===== config.mk =====
export PLATFORM = sky130hd
export DESIGN_NAME = tad_out
export DESIGN_NICKNAME = d
export VERILOG_FILES = /design/src/hdl/tad_pkg.sv /design/src/hdl/tad_out.sv
export SDC_FILE = /design/constraint.sdc
export NUM_CORES = 1
export LEC_CHECK = 0
export BUFFER_PORTS_ARGS = -buffer_cell sky130_fd_sc_hd__buf_2
export CORE_MARGIN = 4
export CORE_UTILIZATION = 49
export DETAILED_ROUTE_END_ITERATION = 10
export GPL_TIMING_DRIVEN = 0
export PLACE_DENSITY = 0.66
export SKIP_LAST_GASP = 1
export SLEW_MARGIN = 20
export SYNTH_ARGS = -nofsm -noshare
export SYNTH_HDL_FRONTEND = slang
export SYNTH_SLANG_ARGS = --single-unit

===== constraint.sdc =====
create_clock -name clk -period 11.7 [get_ports clk]
set_input_delay 1.17 -clock clk [delete_from_list [all_inputs] [get_ports clk]]
set_output_delay 1.17 -clock clk [all_outputs]
set_load 0.01 [all_outputs]

===== src/hdl/tad_pkg.sv =====
// ----------------------------------------------------------------------------
// tad_pkg
// Shared widths, constants and types for the thermistor temperature pipeline.
// ----------------------------------------------------------------------------
package tad_pkg;

  // ADC and table
  localparam int ADC_W          = 10;
  localparam int ADC_FULL_SCALE = 1023;
  localparam int TBL_AW         = ADC_W;
  localparam int TBL_DEPTH      = 1 << TBL_AW;

  // configuration port
  localparam int IDX_W  = 3;
  localparam int CFG_DW = 20;
  localparam int OHM_W  = 20;
  localparam int T0_W   = 15;
  localparam int BETA_W = 14;

  localparam logic [OHM_W-1:0]         SERIES_RST  = OHM_W'(10000);
  localparam logic [OHM_W-1:0]         NOMINAL_RST = OHM_W'(10000);
  localparam logic signed [T0_W-1:0]   T0_RST      = T0_W'(2500);
  localparam logic [BETA_W-1:0]        BETA_RST    = BETA_W'(3950);

  typedef enum logic [IDX_W-1:0] {
    REG_SERIES  = 3'd0,
    REG_NOMINAL = 3'd1,
    REG_T0      = 3'd2,
    REG_BETA    = 3'd3,
    REG_SUPPLY  = 3'd4
  } reg_idx_t;

  // log2: exponent plus 28-bit fraction
  localparam int LOG_FRAC  = 28;
  localparam int LOG_EW    = 5;
  localparam int LOG_W     = LOG_EW + LOG_FRAC;
  localparam int MANT_W    = 31;
  localparam int ITER_W    = $clog2(LOG_FRAC);
  localparam int ITER_LAST = LOG_FRAC - 1;

  // natural log
  localparam int SUM_W  = LOG_W + 1;
  localparam int LN2_W  = 30;
  localparam logic [LN2_W-1:0] LN2_Q30 = LN2_W'(744261118);
  localparam int LN_SH  = 34;
  localparam int LN_W   = SUM_W + LN2_W - LN_SH;

  // beta equation
  localparam int KELVIN_CENTI = 27315;
  localparam int T0K_W  = 16;
  localparam int BH_W   = 21;
  localparam int BT_W   = BETA_W + T0K_W;
  localparam int NB_W   = 37;
  localparam int NUM_SH = 24;
  localparam int PROD_W = LN_W + T0K_W;
  localparam int DEN_W  = 48;
  localparam int DV_W   = DEN_W - 1;
  localparam int NP_W   = NB_W + NUM_SH + 1;
  localparam int QW     = 17;
  localparam int CMP_W  = DV_W + QW;

  // output conversion
  localparam int CC_W     = QW + 1;
  localparam int X_W      = 20;
  localparam int R_W      = 20;
  localparam logic [R_W-1:0] RECIP5 = R_W'(838861);
  localparam int RECIP_SH = 22;
  localparam int FQ_W     = X_W + R_W - RECIP_SH;
  localparam int FC_W     = 20;
  localparam int F_OFFSET = 3200;
  localparam int OUT_W    = 16;
  localparam logic signed [OUT_W-1:0] SAT_MAX = 16'sh7FFF;
  localparam logic signed [OUT_W-1:0] SAT_MIN = 16'sh8000;

  typedef struct packed {
    logic               ready;
    logic [LOG_W-1:0]   log_series;
    logic [LOG_W-1:0]   log_nominal;
    logic [T0K_W-1:0]   t0c;
    logic [BH_W-1:0]    beta100;
    logic [NB_W-1:0]    numb;
  } cal_t;

  typedef struct packed {
    logic               we;
    logic [TBL_AW-1:0]  addr;
    logic [LOG_W-1:0]   data;
  } tbl_wr_t;

  typedef struct packed {
    logic               fault;
    logic               neg;
    logic [LN_W-1:0]    lnmag;
  } ln_t;

  typedef struct packed {
    logic               fault;
    logic               satf;
    logic [QW-1:0]      tck;
  } res_t;

endpackage


===== src/hdl/tad_out.sv =====
// ----------------------------------------------------------------------------
// tad_out
// Centikelvin to Celsius and Fahrenheit, saturation, and the output register.
// ----------------------------------------------------------------------------
module tad_out (
  input  logic                             clk,
  input  logic                             rst,
  input  logic                             in_valid,
  output logic                             in_ready,
  input  tad_pkg::res_t                    in,
  output logic                             out_valid,
  input  logic                             out_ready,
  output logic signed [tad_pkg::OUT_W-1:0] temp_centi_c,
  output logic signed [tad_pkg::OUT_W-1:0] temp_centi_f,
  output logic                             fault
);
  import tad_pkg::*;

  logic                     v1, v2;
  logic                     en1, en2, en3;
  logic [CC_W-1:0]          cc;
  logic [CC_W-1:0]          ccn;
  logic                     ccneg;
  logic [CC_W-2:0]          absc;
  logic                     fault1, fault2;
  logic                     satf1, satf2;
  logic                     neg1, neg2;
  logic [X_W-1:0]           x1;
  logic signed [OUT_W-1:0]  c1, c2;
  logic [X_W+R_W-1:0]       p2;
  logic [FQ_W-1:0]          fq;
  logic signed [FC_W-1:0]   fc;
  logic signed [OUT_W-1:0]  f16;

  assign en3 = !out_valid || out_ready;
  assign en2 = !v2 || en3;
  assign en1 = !v1 || en2;
  assign in_ready = en1;

  // T is never negative, so Celsius stays above the low rail
  assign cc    = CC_W'(in.tck) - CC_W'(KELVIN_CENTI);
  assign ccn   = -cc;
  assign ccneg = cc[CC_W-1];
  assign absc  = ccneg ? ccn[CC_W-2:0] : cc[CC_W-2:0];

  // (|C|*9 + 2) / 5 by reciprocal multiply
  assign fq = p2[X_W+R_W-1:RECIP_SH];
  assign fc = neg2 ? (FC_W'(F_OFFSET) - FC_W'(fq)) : (FC_W'(F_OFFSET) + FC_W'(fq));

  always_comb begin
    if (fc > FC_W'(SAT_MAX)) begin
      f16 = SAT_MAX;
    end else if (fc < FC_W'(SAT_MIN)) begin
      f16 = SAT_MIN;
    end else begin
      f16 = fc[OUT_W-1:0];
    end
  end

  always_ff @(posedge clk) begin
    if (rst) begin
      v1        <= 1'b0;
      v2        <= 1'b0;
      out_valid <= 1'b0;
    end else begin
      if (en1) v1 <= in_valid;
      if (en2) v2 <= v1;
      if (en3) out_valid <= v2;
    end
  end

  always_ff @(posedge clk) begin
    if (en1) begin
      fault1 <= in.fault;
      satf1  <= in.satf;
      neg1   <= ccneg;
      x1     <= X_W'(absc) * X_W'(9) + X_W'(2);
      if (!ccneg && (cc[CC_W-2:0] > (CC_W-1)'(SAT_MAX))) begin
        c1 <= SAT_MAX;
      end else begin
        c1 <= cc[OUT_W-1:0];
      end
    end
    if (en2) begin
      fault2 <= fault1;
      satf2  <= satf1;
      neg2   <= neg1;
      c2     <= c1;
      p2     <= (X_W+R_W)'(x1) * (X_W+R_W)'(RECIP5);
    end
    if (en3) begin
      fault <= fault2;
      if (fault2) begin
        temp_centi_c <= '0;
        temp_centi_f <= '0;
      end else if (satf2) begin
        temp_centi_c <= SAT_MAX;
        temp_centi_f <= SAT_MAX;
      end else begin
        temp_centi_c <= c2;
        temp_centi_f <= f16;
      end
    end
  end

endmodule

# Yosys cells after proc, flatten, opt, wreduce, memory -nomap -nowiden
# Cells that the tools add are included.
[totals]
regBits = 134
inputBits = 23
wordCells = 44
[op_classes]
add_sub_neg = 5
multipliers = 2
magnitude_cmp = 3
n_mux = 6
reduce_logical = 10
[ops]
columns = ["op", "count"]
rows = [
  ["15-bit 2-to-1 mux", 3],
  ["20-bit by 20-bit multiplier with 40-bit output (second input constant)", 1],
  ["20-bit by 2-bit adder with 20-bit output (second input constant)", 1],
  ["20-bit by 16-bit > comparator with 1-bit output (second input constant)", 1],
  ["20-bit by 16-bit < comparator with 1-bit output (second input constant)", 1],
  ["17-bit by 4-bit multiplier with 20-bit output (second input constant)", 1],
  ["20-bit 2-to-1 mux", 1],
  ["12-bit by 18-bit adder with 19-bit output (first input constant)", 1],
  ["12-bit by 18-bit subtractor with 19-bit output (first input constant)", 1],
  ["17-bit by 15-bit subtractor with 18-bit output (second input constant)", 1],
  ["17-bit by 15-bit > comparator with 1-bit output (second input constant)", 1],
  ["17-bit 2-to-1 mux", 1],
  ["17-bit negation", 1],
  ["16-bit 2-to-1 mux", 1],
  ["1-bit logical NOT", 4],
  ["1-bit logical OR", 3],
  ["3-bit OR reduction", 1],
  ["2-bit OR reduction", 1],
  ["1-bit logical AND", 1],
]

# Longest topological paths before layout
[logic_depth]
word_depth = 6
ltp_mapped = 25
ltp_nobuf = 24

# Least setup slack after synthesis
# OpenSTA, ideal clock, no wires.
[synth_timing]
path_type = "register to register"
from = "reg x1[11]"
to = "reg p2[37], data pin"
t_arrival_ns = 5.900
required_ns = 11.443
slack_ns = 5.543
path_stages_with_launch = 21
path_buffers = 0
path_cell_list = "edfxtp_1 -> ha_1 -> fa_1 -> inv_1 -> fa_1 -> fa_1 -> fa_1 -> inv_1 -> fa_1 -> ha_1 -> ha_1 -> or3_1 -> a211oi_1 -> o21bai_1 -> a21o_1 -> a31oi_1 -> a21oi_1 -> a211oi_2 -> o21bai_1 -> a21o_1 -> xor2_1"
[synth_between]
elab_chain_cells = 1
[synth_lines]
columns = ["element", "line", "text"]
rows = [
  ["start, declared", "tad_out.sv:28", "logic [X_W-1:0] x1;"],
  ["start signal, assigned", "tad_out.sv:77", "x1 <= X_W'(absc) * X_W'(9) + X_W'(2);"],
  ["20-bit by 20-bit multiplier with 40-bit output", "tad_out.sv:89", "p2 <= (X_W+R_W)'(x1) * (X_W+R_W)'(RECIP5);"],
  ["end signal, assigned", "tad_out.sv:89", ""],
  ["end, declared", "tad_out.sv:30", "logic [X_W+R_W-1:0] p2;"],
]
# No other way between the ends.
# A chain may end at the register's enable or synchronous reset.

# Final worst setup path
[layout_timing]
from = "reg x1[0]"
to = "reg p2[39], data pin"
# Same word-level chain as after synthesis.

==> run summary <==
At the pin with the least slew margin, the transition time is 0.759 ns. Before antenna repair, the detailed router went through 4 iterations. The fmax came out at 140 MHz. On the worst path, the slowest cell contributes a delay of 0.59 ns. Measured in cells, the most critical reg-to-reg path has a length of 21. Once the clock tree was built, the setup fixing pass inserted 0 buffers. Setup repair after global routing left no endpoint under its margin. In this run the register-to-register setup slack is 4.57 ns. The floorplan step set the die height to 169 um. The run finished with clean final reports. Ranked by instance count, the synthesized netlist is headed by ha_1 (240), inv_1 (216), fa_1 (129), edfxtp_1 (109), nor2_1 (80).

The synthesized design devotes to its leading area cell type 25.8% of total area. After synthesis, flip-flops and latches occupy 26.2% of the total area. The maximum clock skew at final layout was 0.0116 ns; the post-synthesis instance total was 1168. The class of the tightest hold or removal check was reg2reg.

The vias per cell is 5.16. The run gives 0 as the number of maximum-capacitance constraint violations. The tools report the startpoint of the worst-slack reg-to-reg timing path as x1[0]$_DFFE_PP_. The number of cell rows is 58. The later pin in the worst-skew pair is clocked with a latency of 0.35 ns. After synthesis, the share of flip-flops with an asynchronous set or reset is 0%. The wire length of the first global-routing pass was 41700 um.

Number of diodes: 0. Total vias in the final route: 8101. The number of different library cells used by synthesis comes to 60. Summed over all layers, the global routing overflow is 0. The Yosys step of the flow raised 0 warnings.

The logs give 0 for the count of final hold-check violations and 38 for the pin count of the biggest net entering global routing. The required time of the critical path came out at 11.81 ns. The top flip-flop cell by instance count after synthesis was edfxtp_1.

The most critical setup path has its endpoint at p2[39]$_DFFE_PP_. The clock slew seen by the registers of the worst setup and hold paths was 0.08 ns. Worst setup path startpoint: x1[0]$_DFFE_PP_.

Fraction of the cycle the final worst path needs: 61.0%. The most common cell in the netlist is ha_1. The depth of the worst hold-timing path was 0; the number of nets in the finished design was 1626. The tools report the hold buffer count at cts as 0. Data on the critical path arrives at its endpoint at 7.24 ns. TritonCTS built the clock tree. The number of buffers created by CTS is 9, and the count of input and output buffers is 54. Global routing used 18.2% of the available tracks. The DRC violation count after routing was 0. The clock passes through at most 2 buffers. For the number of global-route vias before repair, the log shows 8336.

Dividing the synthesized area by the synthesized cell count gives 10.9 um^2. The area overhead of the layout relative to synthesis was 8.10%; the number of register bits inferred by synthesis was 112. Summed over all nets, the half-perimeter wirelength after detailed placement is 21600 um.

The core region is 25300 um^2. The slowest stage of the critical path is the a31oi_1 cell. The logs give 461 for the initial DRC count and 3 for the H-tree depth. The sum of negative setup slack came out at 0 ns. The synthesized design spends more area on one cell type than any other, namely edfxtp_1.

The worst-case headroom to the max-slew limit was 49.3%. The startpoint kind of the worst setup timing path was a flip-flop. The signal on the critical path passes through ha_1 -> ha_1 -> inv_1 -> fa_1 -> inv_1 -> fa_1 -> fa_1 -> fa_1 -> inv_1 -> fa_1 -> inv_1 -> ha_1 -> a21o_1 -> o21ai_0 -> a31oi_1 -> a31oi_1 -> a21oi_1 -> a211oi_2 -> o21ai_0 -> a31oi_1 -> xnor2_1. The largest fanout of any net on the critical path came out at 7.

The number of flops mapped to enable cells by yosys was 109. The max-slew violation count was 0. The reg-to-reg endpoint was p2[39]$_DFFE_PP_. The minimum clock period is 7.13 ns. Clock tree synthesis selected as its root buffer the cell clkbuf_16. The number of endpoints failing setup at the final stage was 0. Layout cell share with drive strength beyond 1: 9.28%. Clock tree synthesis found a total of 112 sinks.

The remaining number of nets flagged by the antenna check after routing is 0, and the mapped cell area is 12700 um^2. The number of antenna violations at the first check in global routing came out at 0. Starting utilization of the core area: 50.2%.

STA classifies the critical path endpoint as a flip-flop. Sorting the synthesized cells by area gives the leading types as edfxtp_1 (26%), ha_1 (24%), fa_1 (20%), inv_1 (6.4%), xnor2_1 (3.5%). The number of nets in the synthesized netlist is 1560. The weighted congestion reported at the end of routability-driven placement is 0.909. The die is 169 um wide. Most prevalent standard cell on the critical path: fa_1.

The number of ports placed on the die boundary is 58, and the overall die area is 28600 um^2. The routed design has 25100 um of wire. The number of resized instances in the post-cts repair step is 0, and the detailed-route wire length per cell is 16.0 um. The type of the worst setup path was reg2reg.
flip-flops by register name, indices dropped and copies added (netlist names):
register and flops:
c1 16, c2 16, fault 1, fault1 1, fault2 1, neg1 1, neg2 1, out_valid 1
p2 18, satf1 1, satf2 1, temp_centi_c 16, temp_centi_f 16, v1 1, v2 1, x1 20
critical path: cells and delay by family (launching register included):
kind                     cells  cell delay (ns)
XOR/XNOR                     1             0.14
AO/OA/AOI/OAI                8             2.22
adder cells (fa/ha/maj)      8             3.72
buffers and inverters        4             0.21
flip-flops                   1             0.57
cell type report:
class / count / area, um^2
inverters: 216 / 811
fillers: 2251 / 11600
flip-flops and latches: 112 / 3330
multi-input cells: 821 / 8470
well taps: 330 / 413
repair buffers: 55 / 298
clock buffers: 9 / 225
clock inverters: 7 / 91.3
plain buffers: 19 / 96.3
how the worst min path moves through the flow:
stage | from | endpoint | slack, ns
finish | c1[15]$_SDFFCE_PP0P_ | c2[15]$_DFFE_PP_ | 0.42
global route | c1[15]$_SDFFCE_PP0P_ | c2[15]$_DFFE_PP_ | 0.42
CTS | c1[6]$_SDFFCE_PP1P_ | c2[6]$_DFFE_PP_ | 0.42
detailed placement | c1[10]$_SDFFCE_PP1P_ | c2[10]$_DFFE_PP_ | 0.40
global placement | c1[13]$_SDFFCE_PP1P_ | c2[13]$_DFFE_PP_ | 0.40
floorplan | c1[0]$_SDFFCE_PP1P_ | c2[0]$_DFFE_PP_ | 0.40
logic make-up after synthesis:
| family | synth area share, % |
|---|---|
| flip-flops | 26.2 |
| multiplexers | 0.315 |
| XOR/XNOR | 6.69 |
| buffers and inverters | 7.14 |
| AO/OA/AOI/OAI | 7.87 |
| AND/OR/NAND/NOR | 7.80 |
| adder cells (fa/ha/maj) | 44.0 |
per-stage QoR:
stage	util (%)	worst slack, ns	hold WS, ns	area [um^2]	cells
after floorplan	-	5.54	0.400	12700	1168
after global placement	52.9	4.53	0.401	13400	1552
after detailed placement	53.0	4.53	0.405	13400	1553
after CTS	54.2	4.52	0.422	13700	1569
after global routing	54.2	4.22	0.424	13700	1569
final	54.2	4.57	0.420	13700	1569
cell usage in the layout (no fill, tap or decap), types with 8 or more instances in the layout:
master / n
a21o_1: 12
a21oi_1: 39
a31oi_1: 8
and2_1: 14
buf_2: 57
clkbuf_1: 8
clkbuf_16: 9
edfxtp_1: 109
fa_1: 129
ha_1: 240
inv_1: 214
nand2_1: 38
nand2b_1: 9
nor2_1: 80
nor3_1: 11
o21a_1: 9
o21ai_0: 25
o21ai_2: 10
xnor2_1: 51
xor2_1: 46
metal layers:
layer / track usage (%) / vias to the layer above / part of all wire, %
li1: - / 4034 / -
met1: 25.6 / 3924 / 48
met2: 30.7 / 111 / 48
met3: 1.89 / 32 / 2.3
met4: 4.34 / 0 / 1.8
met5: 0 / - / 0
Power is not shown: default switching activity piles up to over one toggle a cycle in this logic, so the estimate is an artifact.
