===== src/hdl/tad_pkg.sv =====
// ----------------------------------------------------------------------------
// tad_pkg
// Shared widths, constants and types for the thermistor temperature pipeline.
// ----------------------------------------------------------------------------
package tad_pkg;

  // ADC and table
  localparam int ADC_W          = 10;
  localparam int ADC_FULL_SCALE = 1023;
  localparam int TBL_AW         = ADC_W;
  localparam int TBL_DEPTH      = 1 << TBL_AW;

  // configuration port
  localparam int IDX_W  = 3;
  localparam int CFG_DW = 20;
  localparam int OHM_W  = 20;
  localparam int T0_W   = 15;
  localparam int BETA_W = 14;

  localparam logic [OHM_W-1:0]         SERIES_RST  = OHM_W'(10000);
  localparam logic [OHM_W-1:0]         NOMINAL_RST = OHM_W'(10000);
  localparam logic signed [T0_W-1:0]   T0_RST      = T0_W'(2500);
  localparam logic [BETA_W-1:0]        BETA_RST    = BETA_W'(3950);

  typedef enum logic [IDX_W-1:0] {
    REG_SERIES  = 3'd0,
    REG_NOMINAL = 3'd1,
    REG_T0      = 3'd2,
    REG_BETA    = 3'd3,
    REG_SUPPLY  = 3'd4
  } reg_idx_t;

  // log2: exponent plus 28-bit fraction
  localparam int LOG_FRAC  = 28;
  localparam int LOG_EW    = 5;
  localparam int LOG_W     = LOG_EW + LOG_FRAC;
  localparam int MANT_W    = 31;
  localparam int ITER_W    = $clog2(LOG_FRAC);
  localparam int ITER_LAST = LOG_FRAC - 1;

  // natural log
  localparam int SUM_W  = LOG_W + 1;
  localparam int LN2_W  = 30;
  localparam logic [LN2_W-1:0] LN2_Q30 = LN2_W'(744261118);
  localparam int LN_SH  = 34;
  localparam int LN_W   = SUM_W + LN2_W - LN_SH;

  // beta equation
  localparam int KELVIN_CENTI = 27315;
  localparam int T0K_W  = 16;
  localparam int BH_W   = 21;
  localparam int BT_W   = BETA_W + T0K_W;
  localparam int NB_W   = 37;
  localparam int NUM_SH = 24;
  localparam int PROD_W = LN_W + T0K_W;
  localparam int DEN_W  = 48;
  localparam int DV_W   = DEN_W - 1;
  localparam int NP_W   = NB_W + NUM_SH + 1;
  localparam int QW     = 17;
  localparam int CMP_W  = DV_W + QW;

  // output conversion
  localparam int CC_W     = QW + 1;
  localparam int X_W      = 20;
  localparam int R_W      = 20;
  localparam logic [R_W-1:0] RECIP5 = R_W'(838861);
  localparam int RECIP_SH = 22;
  localparam int FQ_W     = X_W + R_W - RECIP_SH;
  localparam int FC_W     = 20;
  localparam int F_OFFSET = 3200;
  localparam int OUT_W    = 16;
  localparam logic signed [OUT_W-1:0] SAT_MAX = 16'sh7FFF;
  localparam logic signed [OUT_W-1:0] SAT_MIN = 16'sh8000;

  typedef struct packed {
    logic               ready;
    logic [LOG_W-1:0]   log_series;
    logic [LOG_W-1:0]   log_nominal;
    logic [T0K_W-1:0]   t0c;
    logic [BH_W-1:0]    beta100;
    logic [NB_W-1:0]    numb;
  } cal_t;

  typedef struct packed {
    logic               we;
    logic [TBL_AW-1:0]  addr;
    logic [LOG_W-1:0]   data;
  } tbl_wr_t;

  typedef struct packed {
    logic               fault;
    logic               neg;
    logic [LN_W-1:0]    lnmag;
  } ln_t;

  typedef struct packed {
    logic               fault;
    logic               satf;
    logic [QW-1:0]      tck;
  } res_t;

endpackage


===== src/hdl/tad_log.sv =====
// ----------------------------------------------------------------------------
// tad_log
// Iterative log2: exponent from leading one, 28 fraction bits by squaring.
// ----------------------------------------------------------------------------
module tad_log (
  input  logic                       clk,
  input  logic                       rst,
  input  logic                       start,
  input  logic [tad_pkg::OHM_W-1:0]  x,
  output logic                       run,
  output logic                       done,
  output logic [tad_pkg::LOG_W-1:0]  res
);
  import tad_pkg::*;

  logic [LOG_EW-1:0]   e;
  logic [LOG_EW-1:0]   e0;
  logic [LOG_EW-1:0]   sh;
  logic [MANT_W-1:0]   m;
  logic [MANT_W-1:0]   m0;
  logic [LOG_FRAC-1:0] frac;
  logic [ITER_W-1:0]   cnt;
  logic [2*MANT_W-1:0] sq;
  logic [MANT_W:0]     t;

  always_comb begin
    e0 = '0;
    for (int i = 0; i < OHM_W; i++) begin
      if (x[i]) begin
        e0 = LOG_EW'(i);
      end
    end
  end

  assign sh  = LOG_EW'(MANT_W - 1) - e0;
  assign m0  = MANT_W'(x) << sh;
  assign sq  = m * m;
  assign t   = sq[2*MANT_W-1:MANT_W-1];
  assign res = {e, frac};

  always_ff @(posedge clk) begin
    if (rst) begin
      run  <= 1'b0;
      done <= 1'b0;
    end else begin
      done <= run && (cnt == ITER_W'(ITER_LAST));
      if (start) begin
        run <= 1'b1;
      end else if (run && (cnt == ITER_W'(ITER_LAST))) begin
        run <= 1'b0;
      end
    end
  end

  always_ff @(posedge clk) begin
    if (start) begin
      e    <= e0;
      m    <= m0;
      frac <= '0;
      cnt  <= '0;
    end else if (run) begin
      cnt  <= cnt + ITER_W'(1);
      m    <= t[MANT_W] ? t[MANT_W:1] : t[MANT_W-1:0];
      frac <= {frac[LOG_FRAC-2:0], t[MANT_W]};
    end
  end

endmodule


===== src/hdl/tad_cfg.sv =====
// ----------------------------------------------------------------------------
// tad_cfg
// Config registers, derived constants, and the log sequencer that fills the
// code table after reset and refreshes the resistor logs after each write.
// ----------------------------------------------------------------------------
module tad_cfg (
  input  logic                       clk,
  input  logic                       rst,
  input  logic                       cfg_valid,
  input  logic [tad_pkg::IDX_W-1:0]  cfg_index,
  input  logic [tad_pkg::CFG_DW-1:0] cfg_data,
  output tad_pkg::cal_t              cal,
  output tad_pkg::tbl_wr_t           tbl_wr
);
  import tad_pkg::*;

  typedef enum logic [1:0] {ST_FILL, ST_SER, ST_NOM, ST_IDLE} st_t;

  st_t                      st;
  logic                     redo;
  logic [TBL_AW-1:0]        fill_addr;
  logic [OHM_W-1:0]         series_ohms;
  logic [OHM_W-1:0]         nominal_ohms;
  logic signed [T0_W-1:0]   t0_centi;
  logic [BETA_W-1:0]        beta;
  logic [LOG_W-1:0]         log_series;
  logic [LOG_W-1:0]         log_nominal;
  logic [T0K_W-1:0]         t0c;
  logic [BH_W-1:0]          beta100;
  logic [BT_W-1:0]          bt;
  logic [NB_W-1:0]          numb;
  logic [T0_W+1:0]          t0_sum;
  logic                     lg_start;
  logic                     lg_run;
  logic                     lg_done;
  logic [OHM_W-1:0]         lg_x;
  logic [LOG_W-1:0]         lg_res;

  always_ff @(posedge clk) begin
    if (rst) begin
      series_ohms  <= SERIES_RST;
      nominal_ohms <= NOMINAL_RST;
      t0_centi     <= T0_RST;
      beta         <= BETA_RST;
    end else if (cfg_valid) begin
      case (reg_idx_t'(cfg_index))
        REG_SERIES:  series_ohms  <= cfg_data[OHM_W-1:0];
        REG_NOMINAL: nominal_ohms <= cfg_data[OHM_W-1:0];
        REG_T0:      t0_centi     <= cfg_data[T0_W-1:0];
        REG_BETA:    beta         <= cfg_data[BETA_W-1:0];
        REG_SUPPLY:  ;  // supply cancels out of the divider ratio
        default:     ;
      endcase
    end
  end

  // T0 in centikelvin is always positive and below 2^16
  assign t0_sum = {{2{t0_centi[T0_W-1]}}, t0_centi} + (T0_W+2)'(KELVIN_CENTI);

  always_ff @(posedge clk) begin
    t0c     <= t0_sum[T0K_W-1:0];
    beta100 <= BH_W'(beta) * BH_W'(100);
    bt      <= BT_W'(beta) * BT_W'(t0c);
    numb    <= NB_W'(bt) * NB_W'(100);
  end

  always_comb begin
    case (st)
      ST_FILL: lg_x = OHM_W'(fill_addr);
      ST_SER:  lg_x = series_ohms;
      ST_NOM:  lg_x = nominal_ohms;
      default: lg_x = series_ohms;
    endcase
  end

  assign lg_start = (st != ST_IDLE) && !lg_run && !lg_done;

  tad_log u_log (
    .clk   (clk),
    .rst   (rst),
    .start (lg_start),
    .x     (lg_x),
    .run   (lg_run),
    .done  (lg_done),
    .res   (lg_res)
  );

  always_ff @(posedge clk) begin
    if (rst) begin
      st        <= ST_FILL;
      fill_addr <= TBL_AW'(1);
      redo      <= 1'b0;
    end else begin
      case (st)
        ST_FILL: begin
          if (cfg_valid) redo <= 1'b1;
          if (lg_done) begin
            if (fill_addr == TBL_AW'(ADC_FULL_SCALE - 1)) begin
              st <= ST_SER;
            end else begin
              fill_addr <= fill_addr + TBL_AW'(1);
            end
          end
        end
        ST_SER: begin
          if (cfg_valid) redo <= 1'b1;
          if (lg_done) begin
            log_series <= lg_res;
            st         <= ST_NOM;
          end
        end
        ST_NOM: begin
          if (lg_done) begin
            log_nominal <= lg_res;
            st          <= (redo || cfg_valid) ? ST_SER : ST_IDLE;
            redo        <= 1'b0;
          end else if (cfg_valid) begin
            redo <= 1'b1;
          end
        end
        ST_IDLE: begin
          if (cfg_valid) st <= ST_SER;
        end
        default: st <= ST_IDLE;
      endcase
    end
  end

  assign tbl_wr.we   = lg_done && (st == ST_FILL);
  assign tbl_wr.addr = fill_addr;
  assign tbl_wr.data = lg_res;

  assign cal.ready       = (st == ST_IDLE);
  assign cal.log_series  = log_series;
  assign cal.log_nominal = log_nominal;
  assign cal.t0c         = t0c;
  assign cal.beta100     = beta100;
  assign cal.numb        = numb;

endmodule


===== config.mk =====
export PLATFORM = sky130hd
export DESIGN_NAME = tad_cfg
export DESIGN_NICKNAME = d
export VERILOG_FILES = /design/src/hdl/tad_pkg.sv /design/src/hdl/tad_log.sv /design/src/hdl/tad_cfg.sv
export SDC_FILE = /design/constraint.sdc
export NUM_CORES = 2
export LEC_CHECK = 0
export ABC_AREA = 0
export BUFFER_PORTS_ARGS = -buffer_cell sky130_fd_sc_hd__buf_2
export CAP_MARGIN = 40
export CORE_UTILIZATION = 40
export CTS_CLUSTER_DIAMETER = 100
export DETAILED_ROUTE_END_ITERATION = 16
export GPL_TIMING_DRIVEN = 0
export MAX_ROUTING_LAYER = met4
export PLACE_DENSITY = 0.64
export SETUP_SLACK_MARGIN = 0.02
export SYNTH_ARGS = -nofsm -noshare
export SYNTH_HDL_FRONTEND = slang
export SYNTH_SLANG_ARGS = --single-unit

===== constraint.sdc =====
create_clock -name clk -period 8.4 [get_ports clk]
set_input_delay 1.68 -clock clk [delete_from_list [all_inputs] [get_ports clk]]
set_output_delay 1.68 -clock clk [all_outputs]
set_load 0.02 [all_outputs]

Word-level counts from Yosys, hierarchy flattened. Cells that the tools add are included.

Shift-type cells: 1. Equality and inequality tests: 14. Add/subtract/negate cells: 4. Multiplexer cells: 35. Reduce and logical (&&, ||, !) cells: 21. Bitwise logic cells: 2. Multiply operators: 4.

Operator list (count): 31-bit 2-to-1 mux (3); 31-bit by 31-bit multiplier with 62-bit output (1); 20-bit case mux with 2 select lines (1); 30-bit by 5-bit multiplier with 35-bit output, second input constant (1); 4-bit 2-to-1 mux (8); 20-bit by 5-bit left shift with 31-bit output (1); 14-bit by 16-bit multiplier with 30-bit output (1); 5-bit 2-to-1 mux (4); 14-bit by 5-bit multiplier with 19-bit output, second input constant (1); 15-bit by 16-bit adder with 16-bit output, second input constant (1); 2-bit 2-to-1 mux (8); 3-bit 2-to-1 mux (4); 10-bit by 1-bit adder with 10-bit output, second input constant (1); 10-bit == test, second input constant (1); 3-bit AND reduction (3); 2-bit case mux with 4 select lines (1); 2-bit AND reduction (4); 3-bit by 2-bit == test with 1-bit output, second input constant (2); 2-bit by 1-bit inequality test with 1-bit output, second input constant (3); 2-bit inequality test, second input constant (3); 2-bit nonzero test (3); 5-bit by 1-bit adder with 5-bit output, second input constant (1); 5-bit == test, second input constant (1); 1-bit 2-to-1 mux (5); 13 further kinds (19).

Input port bits: 26. Bits in registers: 319. Logic and storage cells: 100. Output and inout bits: 185.

Longest topological paths before layout.
Depth after elaboration: 24. Gate-level depth with buffers: 31. Mapped depth without buffers: 28.

By module. From an unflattened synthesis, not the netlist that was laid out.

Cells, all modules: 5472. Area, all modules: 50861.3 um2.

By module, submodules not included: tad_log (cells an instance 3330, area an instance 30917.2 um2, instances 1); tad_cfg (cells an instance 2142, area an instance 19944.1 um2, instances 1).

Worst setup path before layout. Ideal clock, no wire load.

Path type: register to register. Start point: register u_log.m[9]. End point: register u_log.m[25] (data pin). Required time: 8.139 ns. Stages on the path, launching flop included: 30. Data arrival time: 7.527 ns. Library setup time: 0.261 ns. Path buffers: 3. Slack: 0.612 ns. Cell sequence: edfxtp_1 clkbuf_1 clkbuf_1 nand2_1 fa_1 fa_1 inv_1 fa_1 inv_1 fa_1 inv_1 fa_1 fa_1 fa_1 inv_1 fa_1 inv_1 ha_1 clkbuf_1 a21oi_1 o21a_1 nor2_1 a311o_1 a2111oi_0 o21ai_0 a31oi_1 o31ai_1 xor2_1 and2_1 a221o_1.

Longest elaborated chain between the ends: 4.

RTL lines: start, declared (line tad_log.sv:19) `logic [MANT_W-1:0] m;`; start signal, assigned (line tad_log.sv:58) `m <= m0;`; start signal, assigned (line tad_log.sv:63) `m <= t[MANT_W] ? t[MANT_W:1] : t[MANT_W-1:0];`; 31-bit by 31-bit multiplier with 62-bit output (line tad_log.sv:37) `assign sq = m * m;`; 31-bit 2-to-1 mux (line tad_log.sv:63); 31-bit 2-to-1 mux (line tad_log.sv:61) `end else if (run) begin`; 31-bit 2-to-1 mux (line tad_log.sv:56) `if (start) begin`.

Every way passes these cells. The select of a mux whose other input is x is not followed. A chain may end at the register's enable or synchronous reset.

Worst setup path after layout.
Start point: register u_log.m[20]. End point: register u_log.m[8] (data pin).

Same word-level chain as after synthesis.

==> results.py <==
metrics = {
    "status": {
        "status": "complete, no violations",
    },
    "route": {
        "highest_layer": "met4",
        "wl_met1_um": 61700,
        "route.vias.total": 38000,
        "wirelength_um": 147000,
        "drtAntennaViolNets": 0,
        "dr.pass1.iters": 9,
        "drc": 0,
        "first_iter_violations": 3051,
        "wire_per_inst_um": 19.9,
        "wl_met2_um": 65100,
        "vias_per_cell": 5.14,
        "met3_length_um": 13200,
    },
    "sta": {
        "hold_violations": 0,
        "clock.fmax_mhz": 120,
        "setup_viol": 0,
        "relSlewSlack": 0.396,
        "period_share": 0.990,
        "report.final.slew_viol_count": 0,
        "worstMarginPinSlew_ns": 0.899,
        "finalCriticalPeriod_ns": 8.31,
        "worst_hold_slack_ns": 0.383,
        "rsz0062_at_grt": "yes",
        "fin_skew_ns": 0.0301,
    },
    "yosys": {
        "yosys.area.top_type_share": 0.376,
        "yosysSeqAreaShare": 0.147,
        "synth_flop_cell": "dfxtp_1",
        "synth.most_common_cell": "inv_1",
        "ys_seq_elements": 319,
        "syn_avg_cell_area_um2": 9.34,
        "synth_common_cells": "inv_1 (1272), fa_1 (946), nand2_1 (707)",
        "yosys-top-cells-area": "fa_1 (38%), ha_1 (13%), inv_1 (9.5%)",
        "yosysWarnings": 0,
        "synth.cell_area_um2": 50300,
        "ys_async_sr_fraction": 0,
        "syn-instance-count": 5392,
        "yosys.area.top_type": "fa_1",
        "synth-edff-count": 102,
        "ys_types": 88,
    },
    "floorplan": {
        "core_area_um2": 124000,
        "rows": 129,
        "io_pins": 211,
        "start_util": 0.405,
        "die_y_um": 357,
        "die_area_um2": 127000,
        "die_w_um": 357,
    },
    "worst_setup_path": {
        "path_class": "reg -> reg",
        "critical_path_peak_fanout": 10,
        "cp.arrival_ns": 8.61,
        "cp-end-kind": "flip-flop",
        "critical_path_required_ns": 8.70,
        "start_kind": "flip-flop",
    },
    "place": {
        "place_hpwl_um": 125000,
        "io_buffers": 205,
        "place.gp.congestion": 1.02,
    },
    "layout": {
        "num-nets-final": 7213,
        "multi_input_area_um2": 37700,
        "syn_to_final_growth_pct": 11.7,
        "fillers": 12000,
        "drive_gt1_frac": 0.0991,
        "seqCellArea_um2": 7410,
    },
    "clock_network": {
        "clock-sinks": 319,
        "cts_hold_buf": 0,
        "clockBufferDepth": 3,
        "cts-htree-levels": 2,
        "clk_pin_slew_ns": 0.07,
        "cts_buffers": 36,
        "cts_tree": "done",
        "clock-root-buffer": "clkbuf_16",
        "clock_latency_ns": 0.58,
    },
    "global_routing": {
        "grt_use_total": 0.243,
        "grt_pass1_vias": 39400,
        "grt_max_degree": 34,
        "antenna_found_initial": 10,
        "grt_pass1_wl_um": 228000,
        "grt_overflow": 0,
    },
    "flow_run": {
        "drv_cap": 0,
    },
    "hold_path": {
        "hold_path_class": "reg -> reg",
    },
}
[what timing repair did]
action,CTS,global route
pin swaps,12,31
endpoints found under the setup margin,32,32
setup buffers,44,23
gates resized for setup,110,161
[sequential cells by signal, summed over array words and instances, names as in the netlist, 14 cells and up]
register and count:
numb 35, log_nominal 33, log_series 33, u_log.m 31, bt 30, u_log.frac 28, nominal_ohms 20, series_ohms 20
beta100 19, t0c 16, t0_centi 15, beta 14
[path summary, 6_finish.rpt]
kind | start | to | slack [ns] | cells past startpoint
worst min-delay path | bt[2]$_DFF_P_ | numb[4]$_DFF_P_ | 0.38 | 0
worst max register to register | u_log.m[20]$_DFFE_PP_ | u_log.m[8]$_DFFE_PP_ | 0.09 | 25
worst min register to register | bt[2]$_DFF_P_ | numb[4]$_DFF_P_ | 0.38 | 0
worst max-delay path | u_log.m[20]$_DFFE_PP_ | u_log.m[8]$_DFFE_PP_ | 0.09 | 25
[per-layer routing]
metal,global-route usage,vias to the layer above
met5,-,-
met1,0.324,18800
met3,0.0414,355
met2,0.362,1676
li1,-,17100
met4,0.106,0
[cell usage in the layout (no fill, tap or decap), types with 14 or more instances in the layout]
| master | n |
|---|---|
| edfxtp_1 | 102 |
| nand3_1 | 42 |
| inv_1 | 1267 |
| nand4_1 | 29 |
| clkbuf_16 | 37 |
| o21bai_1 | 17 |
| nand3b_1 | 28 |
| fa_1 | 931 |
| xnor2_1 | 83 |
| nor2_1 | 147 |
| buf_2 | 215 |
| dfxtp_1 | 217 |
| nand2_1 | 706 |
| clkbuf_2 | 26 |
| buf_8 | 17 |
| xor2_1 | 60 |
| and2_1 | 277 |
| o21a_1 | 25 |
| clkbuf_1 | 111 |
| a21oi_1 | 190 |
| buf_6 | 37 |
| o21ai_0 | 91 |
| nor2b_1 | 22 |
| mux2i_1 | 36 |
| a21o_1 | 58 |
| buf_4 | 85 |
| nor3_1 | 32 |
| ha_1 | 500 |
| fa_2 | 15 |
| a31oi_1 | 14 |
| nand2b_1 | 21 |
[through the flow]
step	setup slack (ns)	TNS, ns	cell area (um^2)	std cells	util
after floorplan	0.612	0	50400	5395	-
after global placement	-1.97	-55.53	53400	7237	0.430
after global routing	-0.00208	-0.00208	56200	7393	0.452
after detailed placement	-1.49	-38.93	54000	7279	0.434
final	0.0882	0	56200	7397	0.453
after CTS	0.0231	0	55700	7375	0.448
[worst max-delay path: stages, from the launching register on]
cell	delay, ns
edfxtp_1	0.54
clkbuf_1	0.54
and2_1	0.32
fa_1	0.44
inv_1	0.11
fa_1	0.45
fa_1	0.47
fa_1	0.55
inv_1	0.06
fa_1	0.57
fa_1	0.44
fa_1	0.55
inv_1	0.07
fa_1	0.48
inv_1	0.04
ha_1	0.37
a21o_1	0.19
a21o_1	0.16
a21o_1	0.18
or3_1	0.38
o21ai_1	0.28
o21ai_0	0.19
xor2_1	0.21
nand2_1	0.12
nor2_1	0.05
a211o_1	0.27
[layout make-up]
class                      count  area share
clock buffer                  49      0.0182
timing repair buffer         313      0.0365
buffer                       191      0.0178
tap                         1637      0.0364
inverter                    1273      0.0853
clock inverter                13     0.00300
antenna                        7    0.000311
multi-input combinational   3595       0.671
sequential                   319       0.132
[cell families after synthesis]
family / Yosys count / synth area share
buffers and inverters: 1481 / 0.112
adders and majority gates: 1458 / 0.503
AOI/OAI and AO/OA: 553 / 0.0705
xor gates and xnor gates: 148 / 0.0264
DFF: 319 / 0.147
and+or+nand+nor: 1380 / 0.129
other: 1 / 0.0000745
muxes: 52 / 0.0123
Power is left out: the tool's default activity adds up to more than one toggle a clock period on the data nets, which glitch-free logic cannot reach.
